<file path="config.mk">
export PLATFORM = sky130hd
export DESIGN_NAME = bitmap_set_engine
export DESIGN_NICKNAME = d
export VERILOG_FILES = /design/src/rtl/core/bse_pkg.sv /design/src/rtl/core/bitmap_set_engine.sv /design/src/rtl/core/bse_queue.sv /design/src/rtl/core/bse_front.sv /design/src/rtl/core/bse_back.sv
export SDC_FILE = /design/constraint.sdc
export NUM_CORES = 2
export LEC_CHECK = 0
export BUFFER_PORTS_ARGS = -buffer_cell sky130_fd_sc_hd__buf_4
export CORE_MARGIN = 8
export CORE_UTILIZATION = 63
export DETAILED_ROUTE_END_ITERATION = 12
export GPL_TIMING_DRIVEN = 0
export HOLD_SLACK_MARGIN = 0.06
export PLACE_DENSITY_LB_ADDON = 0.2
export SYNTH_ARGS = -nofsm -noshare
export SYNTH_HDL_FRONTEND = slang
export SYNTH_SLANG_ARGS = --single-unit
</file>
<file path="constraint.sdc">
create_clock -name clk -period 8.2 [get_ports clk]
set_input_delay 0.41 -clock clk [delete_from_list [all_inputs] [get_ports clk]]
set_output_delay 0.41 -clock clk [all_outputs]
set_load 0.01 [all_outputs]
</file>
<file path="src/rtl/core/bse_pkg.sv">
`timescale 1ns / 1ps
// Shared widths, operation codes, command record and word helpers for the bitmap set engine.
package bse_pkg;

	localparam int unsigned MAP_BITS_DEFAULT = 1024;
	localparam int unsigned INDEX_W          = 11;
	localparam int unsigned WORD_W           = 16;
	localparam int unsigned BPOS_W           = 4;
	localparam int unsigned WIDX_W           = INDEX_W - BPOS_W;
	localparam int unsigned WCNT_W           = WIDX_W + 1;
	localparam int unsigned MAX_SIZE         = (1 << INDEX_W) - 1;
	localparam int unsigned QUEUE_DEPTH      = 2;

	typedef enum logic [3:0] {
		OP_SET        = 4'd0,
		OP_CLEAR      = 4'd1,
		OP_TEST       = 4'd2,
		OP_TEST_SET   = 4'd3,
		OP_TEST_CLEAR = 4'd4,
		OP_CLEAR_ALL  = 4'd5,
		OP_FILL_ALL   = 4'd6,
		OP_ANY        = 4'd7,
		OP_COUNT      = 4'd8,
		OP_SCAN       = 4'd9,
		OP_SNAPSHOT   = 4'd10
	} op_t;

	typedef enum logic [2:0] {
		K_BIT,
		K_CLEAR_ALL,
		K_FILL_ALL,
		K_ANY,
		K_COUNT,
		K_SCAN,
		K_SNAP,
		K_ERROR
	} cmd_kind_t;

	typedef struct packed {
		cmd_kind_t           kind;
		logic                wr_set;
		logic                wr_clr;
		logic                flag_en;
		logic [WIDX_W-1:0]   widx;
		logic [BPOS_W-1:0]   bpos;
		logic [INDEX_W-1:0]  size;
		logic [WCNT_W-1:0]   words;
	} cmd_t;

	// Mask of the bits in use in the last live word.
	function automatic logic [WORD_W-1:0] tail_mask(input logic [INDEX_W-1:0] size);
		logic [WORD_W-1:0] m;
		m = (WORD_W'(1) << size[BPOS_W-1:0]) - WORD_W'(1);
		if (size[BPOS_W-1:0] == '0) begin
			m = '1;
		end
		return m;
	endfunction

	function automatic logic [4:0] word_pop(input logic [WORD_W-1:0] w);
		logic [WORD_W-1:0] v;
		v = w - ((w >> 1) & 16'h5555);
		v = (v & 16'h3333) + ((v >> 2) & 16'h3333);
		v = (v + (v >> 4)) & 16'h0F0F;
		v = (v + (v >> 8)) & 16'h001F;
		return v[4:0];
	endfunction

	// Position of the lowest set bit; the top position when only it or nothing is set.
	function automatic logic [BPOS_W-1:0] lowest_one(input logic [WORD_W-1:0] w);
		logic [BPOS_W-1:0] b;
		b = BPOS_W'(WORD_W - 1);
		for (int i = WORD_W - 2; i >= 0; i--) begin
			if (w[i]) begin
				b = BPOS_W'(i);
			end
		end
		return b;
	endfunction

endpackage

</file>
<file path="src/rtl/core/bitmap_set_engine.sv">
`timescale 1ns / 1ps
// Top level of the bitmap set engine: size register, front end and back end.
//
// The engine keeps a set of up to MAP_BITS bits in 16-bit words and runs one
// operation per input transaction: set, clear, test, test-and-set,
// test-and-clear, clear all, fill all, any, population count, scan for the
// next set bit, or snapshot. The logical size comes from the size register,
// which saturates at MAP_BITS and must be written only while the
// engine is idle. A front end range-checks and decodes each transaction and
// pushes it into a two-entry command queue, so the input side keeps taking
// transactions while the back end works, as long as the queue has room; the
// back end executes one command at a time against a single-port word store
// with a registered read and presents results through an output register. A
// single-bit operation reads its word, then modifies and writes it, then
// presents its result; a rejected operation, or a whole-map operation on an
// empty set, goes straight to its result; clear all and fill all write one
// live word per step; any and count read and then use each live word; a scan
// reads and uses each word visited and stops at the first set bit; a snapshot
// reads and uses each live word and gives one result transaction per word,
// the last one flagged. A snapshot of an empty set gives no result at all.
// Each word carries a valid bit that reset clears, so the store reads as all
// zero right after reset with no clearing pass.
module bitmap_set_engine #(
	parameter int unsigned MAP_BITS = bse_pkg::MAP_BITS_DEFAULT
) (
	input  logic                        clk,
	input  logic                        arst_n,
	input  logic                        cfg_wr_en,
	input  logic [bse_pkg::INDEX_W-1:0] cfg_wr_data,
	input  logic                        in_valid,
	output logic                        in_ready,
	input  logic [3:0]                  operation,
	input  logic [bse_pkg::INDEX_W-1:0] bit_index,
	output logic                        out_valid,
	input  logic                        out_ready,
	output logic                        status,
	output logic                        bit_flag,
	output logic [bse_pkg::INDEX_W-1:0] number,
	output logic [bse_pkg::WORD_W-1:0]  data_word,
	output logic                        last
);

	logic [bse_pkg::INDEX_W-1:0] map_size_q;
	logic                        cmd_valid;
	logic                        cmd_ready;
	bse_pkg::cmd_t               cmd;

	// The size register is written directly; there is no read-back.
	always_ff @(posedge clk or negedge arst_n) begin
		if (!arst_n) begin
			map_size_q <= '0;
		end else if (cfg_wr_en) begin
			map_size_q <= cfg_wr_data;
		end
	end

	// Decode and range check; the command carries the saturated size and word count.
	bse_front #(
		.MAP_BITS (MAP_BITS)
	) u_front (
		.clk       (clk),
		.arst_n    (arst_n),
		.in_valid  (in_valid),
		.in_ready  (in_ready),
		.operation (operation),
		.bit_index (bit_index),
		.map_size  (map_size_q),
		.cmd_valid (cmd_valid),
		.cmd_ready (cmd_ready),
		.cmd       (cmd)
	);

	// Execution against the word store, with the output register.
	bse_back #(
		.MAP_BITS (MAP_BITS)
	) u_back (
		.clk       (clk),
		.arst_n    (arst_n),
		.cmd_valid (cmd_valid),
		.cmd_ready (cmd_ready),
		.cmd       (cmd),
		.out_valid (out_valid),
		.out_ready (out_ready),
		.status    (status),
		.bit_flag  (bit_flag),
		.number    (number),
		.data_word (data_word),
		.last      (last)
	);

endmodule

</file>
<file path="src/rtl/core/bse_queue.sv">
`timescale 1ns / 1ps
// Short command queue between the classifier and the execution sequencer.
module bse_queue (
	input  logic          clk,
	input  logic          arst_n,
	input  logic          push_valid,
	output logic          push_ready,
	input  bse_pkg::cmd_t push_data,
	output logic          pop_valid,
	input  logic          pop_ready,
	output bse_pkg::cmd_t pop_data
);

	localparam int unsigned DEPTH = bse_pkg::QUEUE_DEPTH;
	localparam int unsigned PTR_W = (DEPTH > 1) ? $clog2(DEPTH) : 1;
	localparam int unsigned CNT_W = $clog2(DEPTH + 1);

	bse_pkg::cmd_t    slot_q [DEPTH];
	logic [PTR_W-1:0] wr_ptr_q;
	logic [PTR_W-1:0] rd_ptr_q;
	logic [CNT_W-1:0] fill_q;
	logic             push;
	logic             pop;

	assign push_ready = (fill_q != CNT_W'(DEPTH));
	assign pop_valid  = (fill_q != '0);
	assign pop_data   = slot_q[rd_ptr_q];
	assign push       = push_valid & push_ready;
	assign pop        = pop_valid & pop_ready;

	always_ff @(posedge clk) begin
		if (push) begin
			slot_q[wr_ptr_q] <= push_data;
		end
	end

	always_ff @(posedge clk or negedge arst_n) begin
		if (!arst_n) begin
			wr_ptr_q <= '0;
			rd_ptr_q <= '0;
			fill_q   <= '0;
		end else begin
			if (push) begin
				wr_ptr_q <= (wr_ptr_q == PTR_W'(DEPTH - 1)) ? '0 : wr_ptr_q + PTR_W'(1);
			end
			if (pop) begin
				rd_ptr_q <= (rd_ptr_q == PTR_W'(DEPTH - 1)) ? '0 : rd_ptr_q + PTR_W'(1);
			end
			if (push && !pop) begin
				fill_q <= fill_q + CNT_W'(1);
			end else if (pop && !push) begin
				fill_q <= fill_q - CNT_W'(1);
			end
		end
	end

endmodule

</file>
<file path="src/rtl/core/bse_front.sv">
`timescale 1ns / 1ps
// Front end: accepts transactions, range-checks and decodes them into queued commands.
module bse_front #(
	parameter int unsigned MAP_BITS = bse_pkg::MAP_BITS_DEFAULT
) (
	input  logic                        clk,
	input  logic                        arst_n,
	input  logic                        in_valid,
	output logic                        in_ready,
	input  logic [3:0]                  operation,
	input  logic [bse_pkg::INDEX_W-1:0] bit_index,
	input  logic [bse_pkg::INDEX_W-1:0] map_size,
	output logic                        cmd_valid,
	input  logic                        cmd_ready,
	output bse_pkg::cmd_t               cmd
);

	localparam int unsigned IW  = bse_pkg::INDEX_W;
	localparam int unsigned BPW = bse_pkg::BPOS_W;
	localparam int unsigned WW  = bse_pkg::WORD_W;
	localparam int unsigned CAP = (MAP_BITS > bse_pkg::MAX_SIZE) ? bse_pkg::MAX_SIZE : MAP_BITS;

	logic [IW-1:0] size;
	logic [IW:0]   words_sum;
	logic          in_range;
	bse_pkg::cmd_t cls;

	// The register may name more bits than the store holds; the size saturates.
	assign size      = (map_size > IW'(CAP)) ? IW'(CAP) : map_size;
	assign words_sum = (IW + 1)'(size) + (IW + 1)'(WW - 1);
	assign in_range  = (bit_index < size);

	always_comb begin
		cls       = '0;
		cls.kind  = bse_pkg::K_ERROR;
		cls.widx  = bit_index[IW-1:BPW];
		cls.bpos  = bit_index[BPW-1:0];
		cls.size  = size;
		cls.words = words_sum[IW:BPW];
		unique case (bse_pkg::op_t'(operation))
			bse_pkg::OP_SET: begin
				cls.kind   = in_range ? bse_pkg::K_BIT : bse_pkg::K_ERROR;
				cls.wr_set = 1'b1;
			end
			bse_pkg::OP_CLEAR: begin
				cls.kind   = in_range ? bse_pkg::K_BIT : bse_pkg::K_ERROR;
				cls.wr_clr = 1'b1;
			end
			bse_pkg::OP_TEST: begin
				cls.kind    = in_range ? bse_pkg::K_BIT : bse_pkg::K_ERROR;
				cls.flag_en = 1'b1;
			end
			bse_pkg::OP_TEST_SET: begin
				cls.kind    = in_range ? bse_pkg::K_BIT : bse_pkg::K_ERROR;
				cls.wr_set  = 1'b1;
				cls.flag_en = 1'b1;
			end
			bse_pkg::OP_TEST_CLEAR: begin
				cls.kind    = in_range ? bse_pkg::K_BIT : bse_pkg::K_ERROR;
				cls.wr_clr  = 1'b1;
				cls.flag_en = 1'b1;
			end
			bse_pkg::OP_CLEAR_ALL: cls.kind = bse_pkg::K_CLEAR_ALL;
			bse_pkg::OP_FILL_ALL:  cls.kind = bse_pkg::K_FILL_ALL;
			bse_pkg::OP_ANY:       cls.kind = bse_pkg::K_ANY;
			bse_pkg::OP_COUNT:     cls.kind = bse_pkg::K_COUNT;
			// A scan may start exactly at the size and then finds nothing.
			bse_pkg::OP_SCAN:      cls.kind = (bit_index > size) ? bse_pkg::K_ERROR
				: bse_pkg::K_SCAN;
			bse_pkg::OP_SNAPSHOT:  cls.kind = bse_pkg::K_SNAP;
			default:               cls.kind = bse_pkg::K_ERROR;
		endcase
	end

	bse_queue u_queue (
		.clk        (clk),
		.arst_n     (arst_n),
		.push_valid (in_valid),
		.push_ready (in_ready),
		.push_data  (cls),
		.pop_valid  (cmd_valid),
		.pop_ready  (cmd_ready),
		.pop_data   (cmd)
	);

endmodule

</file>
<file path="src/rtl/core/bse_back.sv">
`timescale 1ns / 1ps
// Back end: word store and the sequencer that carries out queued commands.
module bse_back #(
	parameter int unsigned MAP_BITS = bse_pkg::MAP_BITS_DEFAULT
) (
	input  logic                        clk,
	input  logic                        arst_n,
	input  logic                        cmd_valid,
	output logic                        cmd_ready,
	input  bse_pkg::cmd_t               cmd,
	output logic                        out_valid,
	input  logic                        out_ready,
	output logic                        status,
	output logic                        bit_flag,
	output logic [bse_pkg::INDEX_W-1:0] number,
	output logic [bse_pkg::WORD_W-1:0]  data_word,
	output logic                        last
);

	localparam int unsigned IW          = bse_pkg::INDEX_W;
	localparam int unsigned WW          = bse_pkg::WORD_W;
	localparam int unsigned XW          = bse_pkg::WIDX_W;
	localparam int unsigned CW          = bse_pkg::WCNT_W;
	localparam int unsigned WORDS_FULL  = (MAP_BITS + WW - 1) / WW;
	localparam int unsigned WORD_LIMIT  = 1 << XW;
	localparam int unsigned STORE_WORDS = (WORDS_FULL > WORD_LIMIT) ? WORD_LIMIT : WORDS_FULL;
	localparam int unsigned AW          = (STORE_WORDS > 1) ? $clog2(STORE_WORDS) : 1;

	typedef enum logic [2:0] {
		S_IDLE,
		S_BIT,
		S_SWEEP,
		S_WALK_RD,
		S_WALK_USE,
		S_EMIT
	} state_t;

	state_t                 state_q;
	bse_pkg::cmd_t          cmd_q;
	logic [XW-1:0]          addr_q;
	logic [WW-1:0]          store_q [STORE_WORDS];
	logic [STORE_WORDS-1:0] valid_q;
	logic [WW-1:0]          rd_data_q;
	logic                   rd_valid_q;
	logic                   res_status_q;
	logic                   res_flag_q;
	logic [IW-1:0]          res_number_q;
	logic                   out_valid_q;
	logic                   out_status_q;
	logic                   out_flag_q;
	logic [IW-1:0]          out_number_q;
	logic [WW-1:0]          out_data_q;
	logic                   out_last_q;

	logic                   rd_en;
	logic [AW-1:0]          rd_addr;
	logic                   wr_en;
	logic [AW-1:0]          wr_addr;
	logic [WW-1:0]          wr_data;
	logic [WW-1:0]          word_rd;
	logic                   last_word;
	logic [WW-1:0]          live_w;
	logic [WW-1:0]          scan_w;
	logic [WW-1:0]          bit_mask;
	logic [WW-1:0]          bit_new;
	logic                   out_free;
	logic                   out_load;

	assign cmd_ready = (state_q == S_IDLE);
	assign out_free  = !out_valid_q || out_ready;
	// The output register takes a new result in this cycle.
	assign out_load  = out_free && ((state_q == S_EMIT)
		|| ((state_q == S_WALK_USE) && (cmd_q.kind == bse_pkg::K_SNAP)));

	// Words never written since reset read as zero.
	assign word_rd   = rd_valid_q ? rd_data_q : '0;
	assign last_word = ((CW'(addr_q) + CW'(1)) == cmd_q.words);
	assign live_w    = word_rd & (last_word ? bse_pkg::tail_mask(cmd_q.size) : {WW{1'b1}});
	assign scan_w    = (addr_q == cmd_q.widx) ? (live_w & ({WW{1'b1}} << cmd_q.bpos)) : live_w;
	assign bit_mask  = WW'(1) << cmd_q.bpos;
	assign bit_new   = cmd_q.wr_set ? (word_rd | bit_mask) : (word_rd & ~bit_mask);

	assign rd_en   = ((state_q == S_IDLE) && cmd_valid && (cmd.kind == bse_pkg::K_BIT))
		|| (state_q == S_WALK_RD);
	assign rd_addr = (state_q == S_IDLE) ? AW'(cmd.widx) : AW'(addr_q);

	always_comb begin
		wr_en   = 1'b0;
		wr_addr = AW'(addr_q);
		wr_data = '0;
		unique case (state_q)
			S_BIT: begin
				wr_en   = cmd_q.wr_set | cmd_q.wr_clr;
				wr_addr = AW'(cmd_q.widx);
				wr_data = bit_new;
			end
			S_SWEEP: begin
				wr_en = 1'b1;
				if (cmd_q.kind == bse_pkg::K_FILL_ALL) begin
					wr_data = last_word ? bse_pkg::tail_mask(cmd_q.size) : {WW{1'b1}};
				end
			end
			default: begin
				wr_en = 1'b0;
			end
		endcase
	end

	always_ff @(posedge clk) begin
		if (wr_en) begin
			store_q[wr_addr] <= wr_data;
		end
		if (rd_en) begin
			rd_data_q <= store_q[rd_addr];
		end
	end

	always_ff @(posedge clk or negedge arst_n) begin
		if (!arst_n) begin
			valid_q    <= '0;
			rd_valid_q <= 1'b0;
		end else begin
			if (wr_en) begin
				valid_q[wr_addr] <= 1'b1;
			end
			if (rd_en) begin
				rd_valid_q <= valid_q[rd_addr];
			end
		end
	end

	always_ff @(posedge clk or negedge arst_n) begin
		if (!arst_n) begin
			state_q      <= S_IDLE;
			cmd_q        <= '0;
			addr_q       <= '0;
			res_status_q <= 1'b0;
			res_flag_q   <= 1'b0;
			res_number_q <= '0;
			out_valid_q  <= 1'b0;
			out_status_q <= 1'b0;
			out_flag_q   <= 1'b0;
			out_number_q <= '0;
			out_data_q   <= '0;
			out_last_q   <= 1'b0;
		end else begin
			if (out_valid_q && out_ready && !out_load) begin
				out_valid_q <= 1'b0;
			end
			unique case (state_q)
				S_IDLE: begin
					if (cmd_valid) begin
						cmd_q        <= cmd;
						// A scan walks from the word that holds its start bit.
						addr_q       <= (cmd.kind == bse_pkg::K_SCAN) ? cmd.widx : '0;
						res_status_q <= (cmd.kind == bse_pkg::K_ERROR);
						res_flag_q   <= 1'b0;
						res_number_q <= ((cmd.kind == bse_pkg::K_SCAN)
							&& (CW'(cmd.widx) >= cmd.words)) ? cmd.size : '0;
						unique case (cmd.kind)
							bse_pkg::K_BIT: begin
								state_q <= S_BIT;
							end
							bse_pkg::K_CLEAR_ALL, bse_pkg::K_FILL_ALL: begin
								state_q <= (cmd.words == '0) ? S_EMIT : S_SWEEP;
							end
							bse_pkg::K_ANY, bse_pkg::K_COUNT: begin
								state_q <= (cmd.words == '0) ? S_EMIT : S_WALK_RD;
							end
							bse_pkg::K_SCAN: begin
								if (CW'(cmd.widx) >= cmd.words) begin
									state_q <= S_EMIT;
								end else begin
									state_q <= S_WALK_RD;
								end
							end
							bse_pkg::K_SNAP: begin
								state_q <= (cmd.words == '0) ? S_IDLE : S_WALK_RD;
							end
							bse_pkg::K_ERROR: begin
								state_q <= S_EMIT;
							end
						endcase
					end
				end
				S_BIT: begin
					res_flag_q <= cmd_q.flag_en & word_rd[cmd_q.bpos];
					state_q    <= S_EMIT;
				end
				S_SWEEP: begin
					addr_q <= addr_q + XW'(1);
					if (last_word) begin
						state_q <= S_EMIT;
					end
				end
				S_WALK_RD: begin
					state_q <= S_WALK_USE;
				end
				S_WALK_USE: begin
					unique case (cmd_q.kind)
						bse_pkg::K_ANY, bse_pkg::K_COUNT: begin
							if (live_w != '0) begin
								res_flag_q <= (cmd_q.kind == bse_pkg::K_ANY);
							end
							if (cmd_q.kind == bse_pkg::K_COUNT) begin
								res_number_q <= res_number_q + IW'(bse_pkg::word_pop(live_w));
							end
							if (last_word) begin
								state_q <= S_EMIT;
							end else begin
								addr_q  <= addr_q + XW'(1);
								state_q <= S_WALK_RD;
							end
						end
						bse_pkg::K_SCAN: begin
							if (scan_w != '0) begin
								res_number_q <= {addr_q, bse_pkg::lowest_one(scan_w)};
								state_q      <= S_EMIT;
							end else if (last_word) begin
								res_number_q <= cmd_q.size;
								state_q      <= S_EMIT;
							end else begin
								addr_q  <= addr_q + XW'(1);
								state_q <= S_WALK_RD;
							end
						end
						bse_pkg::K_SNAP: begin
							if (out_free) begin
								out_valid_q  <= 1'b1;
								out_status_q <= 1'b0;
								out_flag_q   <= 1'b0;
								out_number_q <= '0;
								out_data_q   <= live_w;
								out_last_q   <= last_word;
								if (last_word) begin
									state_q <= S_IDLE;
								end else begin
									addr_q  <= addr_q + XW'(1);
									state_q <= S_WALK_RD;
								end
							end
						end
						default: begin
							state_q <= S_IDLE;
						end
					endcase
				end
				S_EMIT: begin
					if (out_free) begin
						out_valid_q  <= 1'b1;
						out_status_q <= res_status_q;
						out_flag_q   <= res_flag_q;
						out_number_q <= res_number_q;
						out_data_q   <= '0;
						out_last_q   <= 1'b1;
						state_q      <= S_IDLE;
					end
				end
				default: begin
					state_q <= S_IDLE;
				end
			endcase
		end
	end

	assign out_valid = out_valid_q;
	assign status    = out_status_q;
	assign bit_flag  = out_flag_q;
	assign number    = out_number_q;
	assign data_word = out_data_q;
	assign last      = out_last_q;

endmodule
</file>
==> results.md <==
- The run finished with clean final reports.
- The top fanout value on the critical path is 10.
- The type of element capturing the critical path is a register.
- The TritonCTS clock tree is done.
- The critical-path cell with the highest stage delay is sky130_fd_sc_hd__fa_1.
- The startpoint class of the critical path is a register.
- Max-cap violations in this run came to 0.
- The commonest non-fill, non-tap cell in the layout is sky130_fd_sc_hd__edfxtp_1.
- Pin placement for this block handled 63 I/O pins.
- The via density per instance is 6.65.
- The fraction of registers with async set/reset is 13.3%.
- Counting the fill cells in the layout gives 5089.
- The number of antenna violations at the first check in global routing is 1.
- The critical path's largest stage delay is 0.57 ns.
- The HPWL reported at the end of detailed placement is 93900 µm.
- The root buffer cell chosen for the clock tree is sky130_fd_sc_hd__clkbuf_16.
- The first-pass detailed-route iteration total is 8.
- Entering global routing, the biggest net connects 111 pins.
- From synthesis to final layout, the design area changed by 15.1%.
- The number of nets in the layout is 3547.
- STA puts the critical path data required time at 8.82 ns.
- The top cell type by total area after synthesis is sky130_fd_sc_hd__edfxtp_1.
- The floorplan has 107 rows.
- The region available for standard cell placement spans 85000 µm².
- Leaving out fill and tap cells, the most frequent cells in the layout are sky130_fd_sc_hd__edfxtp_1, sky130_fd_sc_hd__mux4_2, sky130_fd_sc_hd__dfrtp_1, sky130_fd_sc_hd__nand2_1, sky130_fd_sc_hd__clkbuf_1.
- The share of synthesized area occupied by flip-flops and latches is 69.8%.
- Summed over all cells, the static leakage comes to 18.3 nW.
- For this run, design rule violations remaining after detail routing come to 0.
- Routability-driven placement finished with a final weighted congestion of 0.984.
- The warning count from the yosys run is 0.
- The CTS sink count is 1282.
- The die outline height is 309 µm.
- The count of routing violations after the opening detailed-route iteration is 3951.
- The final number of hold-violating endpoints came to 0.
- At the worst endpoint, the arrival time is 8.38 ns.
- The routed design has 140000 µm of wire.
- Counting cells, the worst reg-to-reg path comes to 35.
- Counting flops with a built-in enable in the synthesized netlist gives 1112.
- The worst setup path is of the reg -> reg kind.
- The die is 309 µm wide.
- The post-CTS clock slew at the launch and capture registers of the worst setup and hold paths is 0.06 ns.
- The routed length per placed instance is 29.8 µm.
- The flop and latch count out of synthesis is 1282.
- The first global-routing pass estimated 205000 µm of wire.
- Together, buffers and inverters on the worst path number 7.
- The share of layout cells above drive strength 1 is 24.3%.
- Averaged over all synthesized cells, the footprint is 17.1 µm².
- Summing every instance area after synthesis gives 53900 µm².
- The number of different library cells used by synthesis comes to 89.
- The maximum ir drop on the vdd rail is 193 µV.
- Clock tree synthesis inserted a total of 131 buffers.
- Dividing the final minimum period by the clock period gives 94.7%.
- The worst slack on hold paths is 0.104 ns.
- The power density over the cells is 214 nW/µm².
- For this configuration, the core starts out at a cell density of 63.4%.
- The worst relative slew slack is 5.83%.
- The H-tree was split into 4 levels.
- On the final layout, the worst clock skew is 0.0341 ns.
- The worst path needs 7.76 ns of the cycle, external delays included.
- The final route contains 31300 vias.
- The min-delay analysis places its worst path in the category in -> reg.
- The post-synthesis instance total is 3158.
- The most used flip-flop cell after synthesis is sky130_fd_sc_hd__edfxtp_1.
- The residual antenna-violating net count after detailed routing is 0.
- The floorplan step defined a die boundary enclosing 95200 µm².
- The share of Yosys cell area claimed by the top area cell type is 61.9%.
- The number of slew-limit violations in the final report is 0.
- Sorting the synthesized cells by area gives the leading types as sky130_fd_sc_hd__edfxtp_1, sky130_fd_sc_hd__mux4_2, sky130_fd_sc_hd__dfrtp_1, sky130_fd_sc_hd__mux2i_1, sky130_fd_sc_hd__a211oi_1.
- The number of input and output port buffers inserted is 59.
- The transition time of the tightest slew-check pin is 1.41 ns.
- The total power is 0.0133 W.
- The critical path depth is 35.
- The later pin in the worst-skew pair is clocked with a latency of 0.74 ns.
- On the critical path the largest part of the delay comes from adder cells.
- The largest buffer count on any clock path is 3.
- The total of endpoints with negative setup slack in the final report is 0.
- The peak clock frequency supported by timing is 129 MHz.
- After global routing the overflow that remains totals 0.
- The via count of the first global-routing pass is 31800.
- The all-layer global routing usage is 29.4%.
- The count of cells along the worst hold path is 3.
==> report_power, final <==
group,switching [W],internal (W),total (W)
registers,0.0000359,0.00712,0.00716
logic,0.000199,0.0000998,0.000298
clock network,0.00250,0.00332,0.00582
==> synth_stat cells, drive strengths merged, types with 69 or more instances <==
library cell and count:
nand2 166, clkbuf 126, nor2b 82, inv 69, dfrtp 170, a21oi 114
mux4 276, nor2 152, mux2i 118, edfxtp 1112, a211oi 127, or2 69
o21ai 114
==> stage by stage <==
stage	std cells	TNS (ns)	area (µm²)	utilization [%]	setup WS, ns
after floorplan	3159	0	53900	-	0.741
after global placement	4362	-83.95	55800	65.6	-0.663
after detailed placement	4420	-4.75	57200	67.3	-0.785
after CTS	4687	0	61800	72.7	0.0636
after global routing	4698	-0.237	62000	73.0	-0.0782
final	4702	0	62100	73.0	0.436
==> state kept, by name (all words and copies together), names as in the netlist <==
signal and count:
u_back.res_flag_q 1, u_front.u_queue.fill_q 2, u_back.bit_flag 1, map_size_q 11
u_back.last 1, u_back.valid_q 64, u_back.rd_data_q 16, u_back.number 11
u_back.res_status_q 1, u_back.status 1, u_back.store_q 1024, u_back.addr_q 7
u_back.rd_valid_q 1, u_back.data_word 16, u_back.state_q 3, u_front.u_queue.rd_ptr_q 1
u_front.u_queue.slot_q 72, u_front.u_queue.wr_ptr_q 1, u_back.res_number_q 11, u_back.out_valid 1
u_back.cmd_q 36
==> worst register-to-register path, delay by kind of cell, from the launching register on <==
| kind | cells | cell delay [ns] |
|---|---|---|
| AND/OR/NAND/NOR | 10 | 1.71 |
| buffers and inverters | 7 | 0.85 |
| adder cells (fa/ha/maj) | 6 | 2.35 |
| XOR/XNOR | 2 | 0.31 |
| AO/OA/AOI/OAI | 10 | 2.08 |
| flip-flops | 1 | 0.39 |
==> cell families after synthesis <==
family / synth area share (%)
simple gates: 5.51
flops: 69.8
mux: 14.1
other cells: 0.00696
buf+inv: 1.96
xor+xnor: 0.861
compound gates: 6.03
fa+ha+maj: 1.73
==> metal layers <==
| layer | vias to the layer above | track usage [%] | wire length [µm] | share of wire [%] |
|---|---|---|---|---|
| met5 | - | 0 | 0 | 0 |
| met4 | 0 | 11.1 | 5690 | 4.1 |
| met3 | 339 | 7.27 | 14300 | 10 |
| met2 | 1797 | 46.4 | 66100 | 47 |
| met1 | 16100 | 40.2 | 53900 | 38 |
| li1 | 13000 | - | - | - |
==> final timing paths <==
kind / endpoint / slack [ns] / start
setup / recovery: u_back.res_number_q[7]$_DFFE_PN0P_ / 0.44 / u_back.addr_q[0]$_DFFE_PN0P_
hold / removal: u_back.data_word[3]$_DFFE_PN0P_ / 0.10 / out_ready
setup reg to reg: u_back.res_number_q[7]$_DFFE_PN0P_ / 0.44 / u_back.addr_q[0]$_DFFE_PN0P_
hold reg to reg: u_back.valid_q[27]$_DFFE_PN0P_ / 0.47 / u_back.valid_q[27]$_DFFE_PN0P_
max in group asynchronous: u_back.valid_q[41]$_DFFE_PN0P_ / 6.94 / arst_n
min in group asynchronous: u_back.res_number_q[8]$_DFFE_PN0P_ / 0.22 / arst_n
==> cell type report <==
class | count | area (µm²) | area share (%)
buffer | 182 | 810 | 1.30
inverter | 70 | 267 | 0.429
sequential | 1282 | 37600 | 60.7
antenna | 4 | 10.0 | 0.0161
multi-input combinational | 1623 | 15800 | 25.5
clock buffer | 172 | 3540 | 5.70
tap | 1144 | 1430 | 2.31
timing repair buffer | 158 | 1910 | 3.07
clock inverter | 67 | 621 | 1.00
==> what timing repair did <==
item	4_1_cts	5_1_grt
endpoints found under the setup margin	9	8
pin swaps	1	16
setup buffers	1	12
endpoints found under the hold margin	96	0
gates resized for setup	17	49
hold buffers	28	0
(Power assumes the default switching activity.)
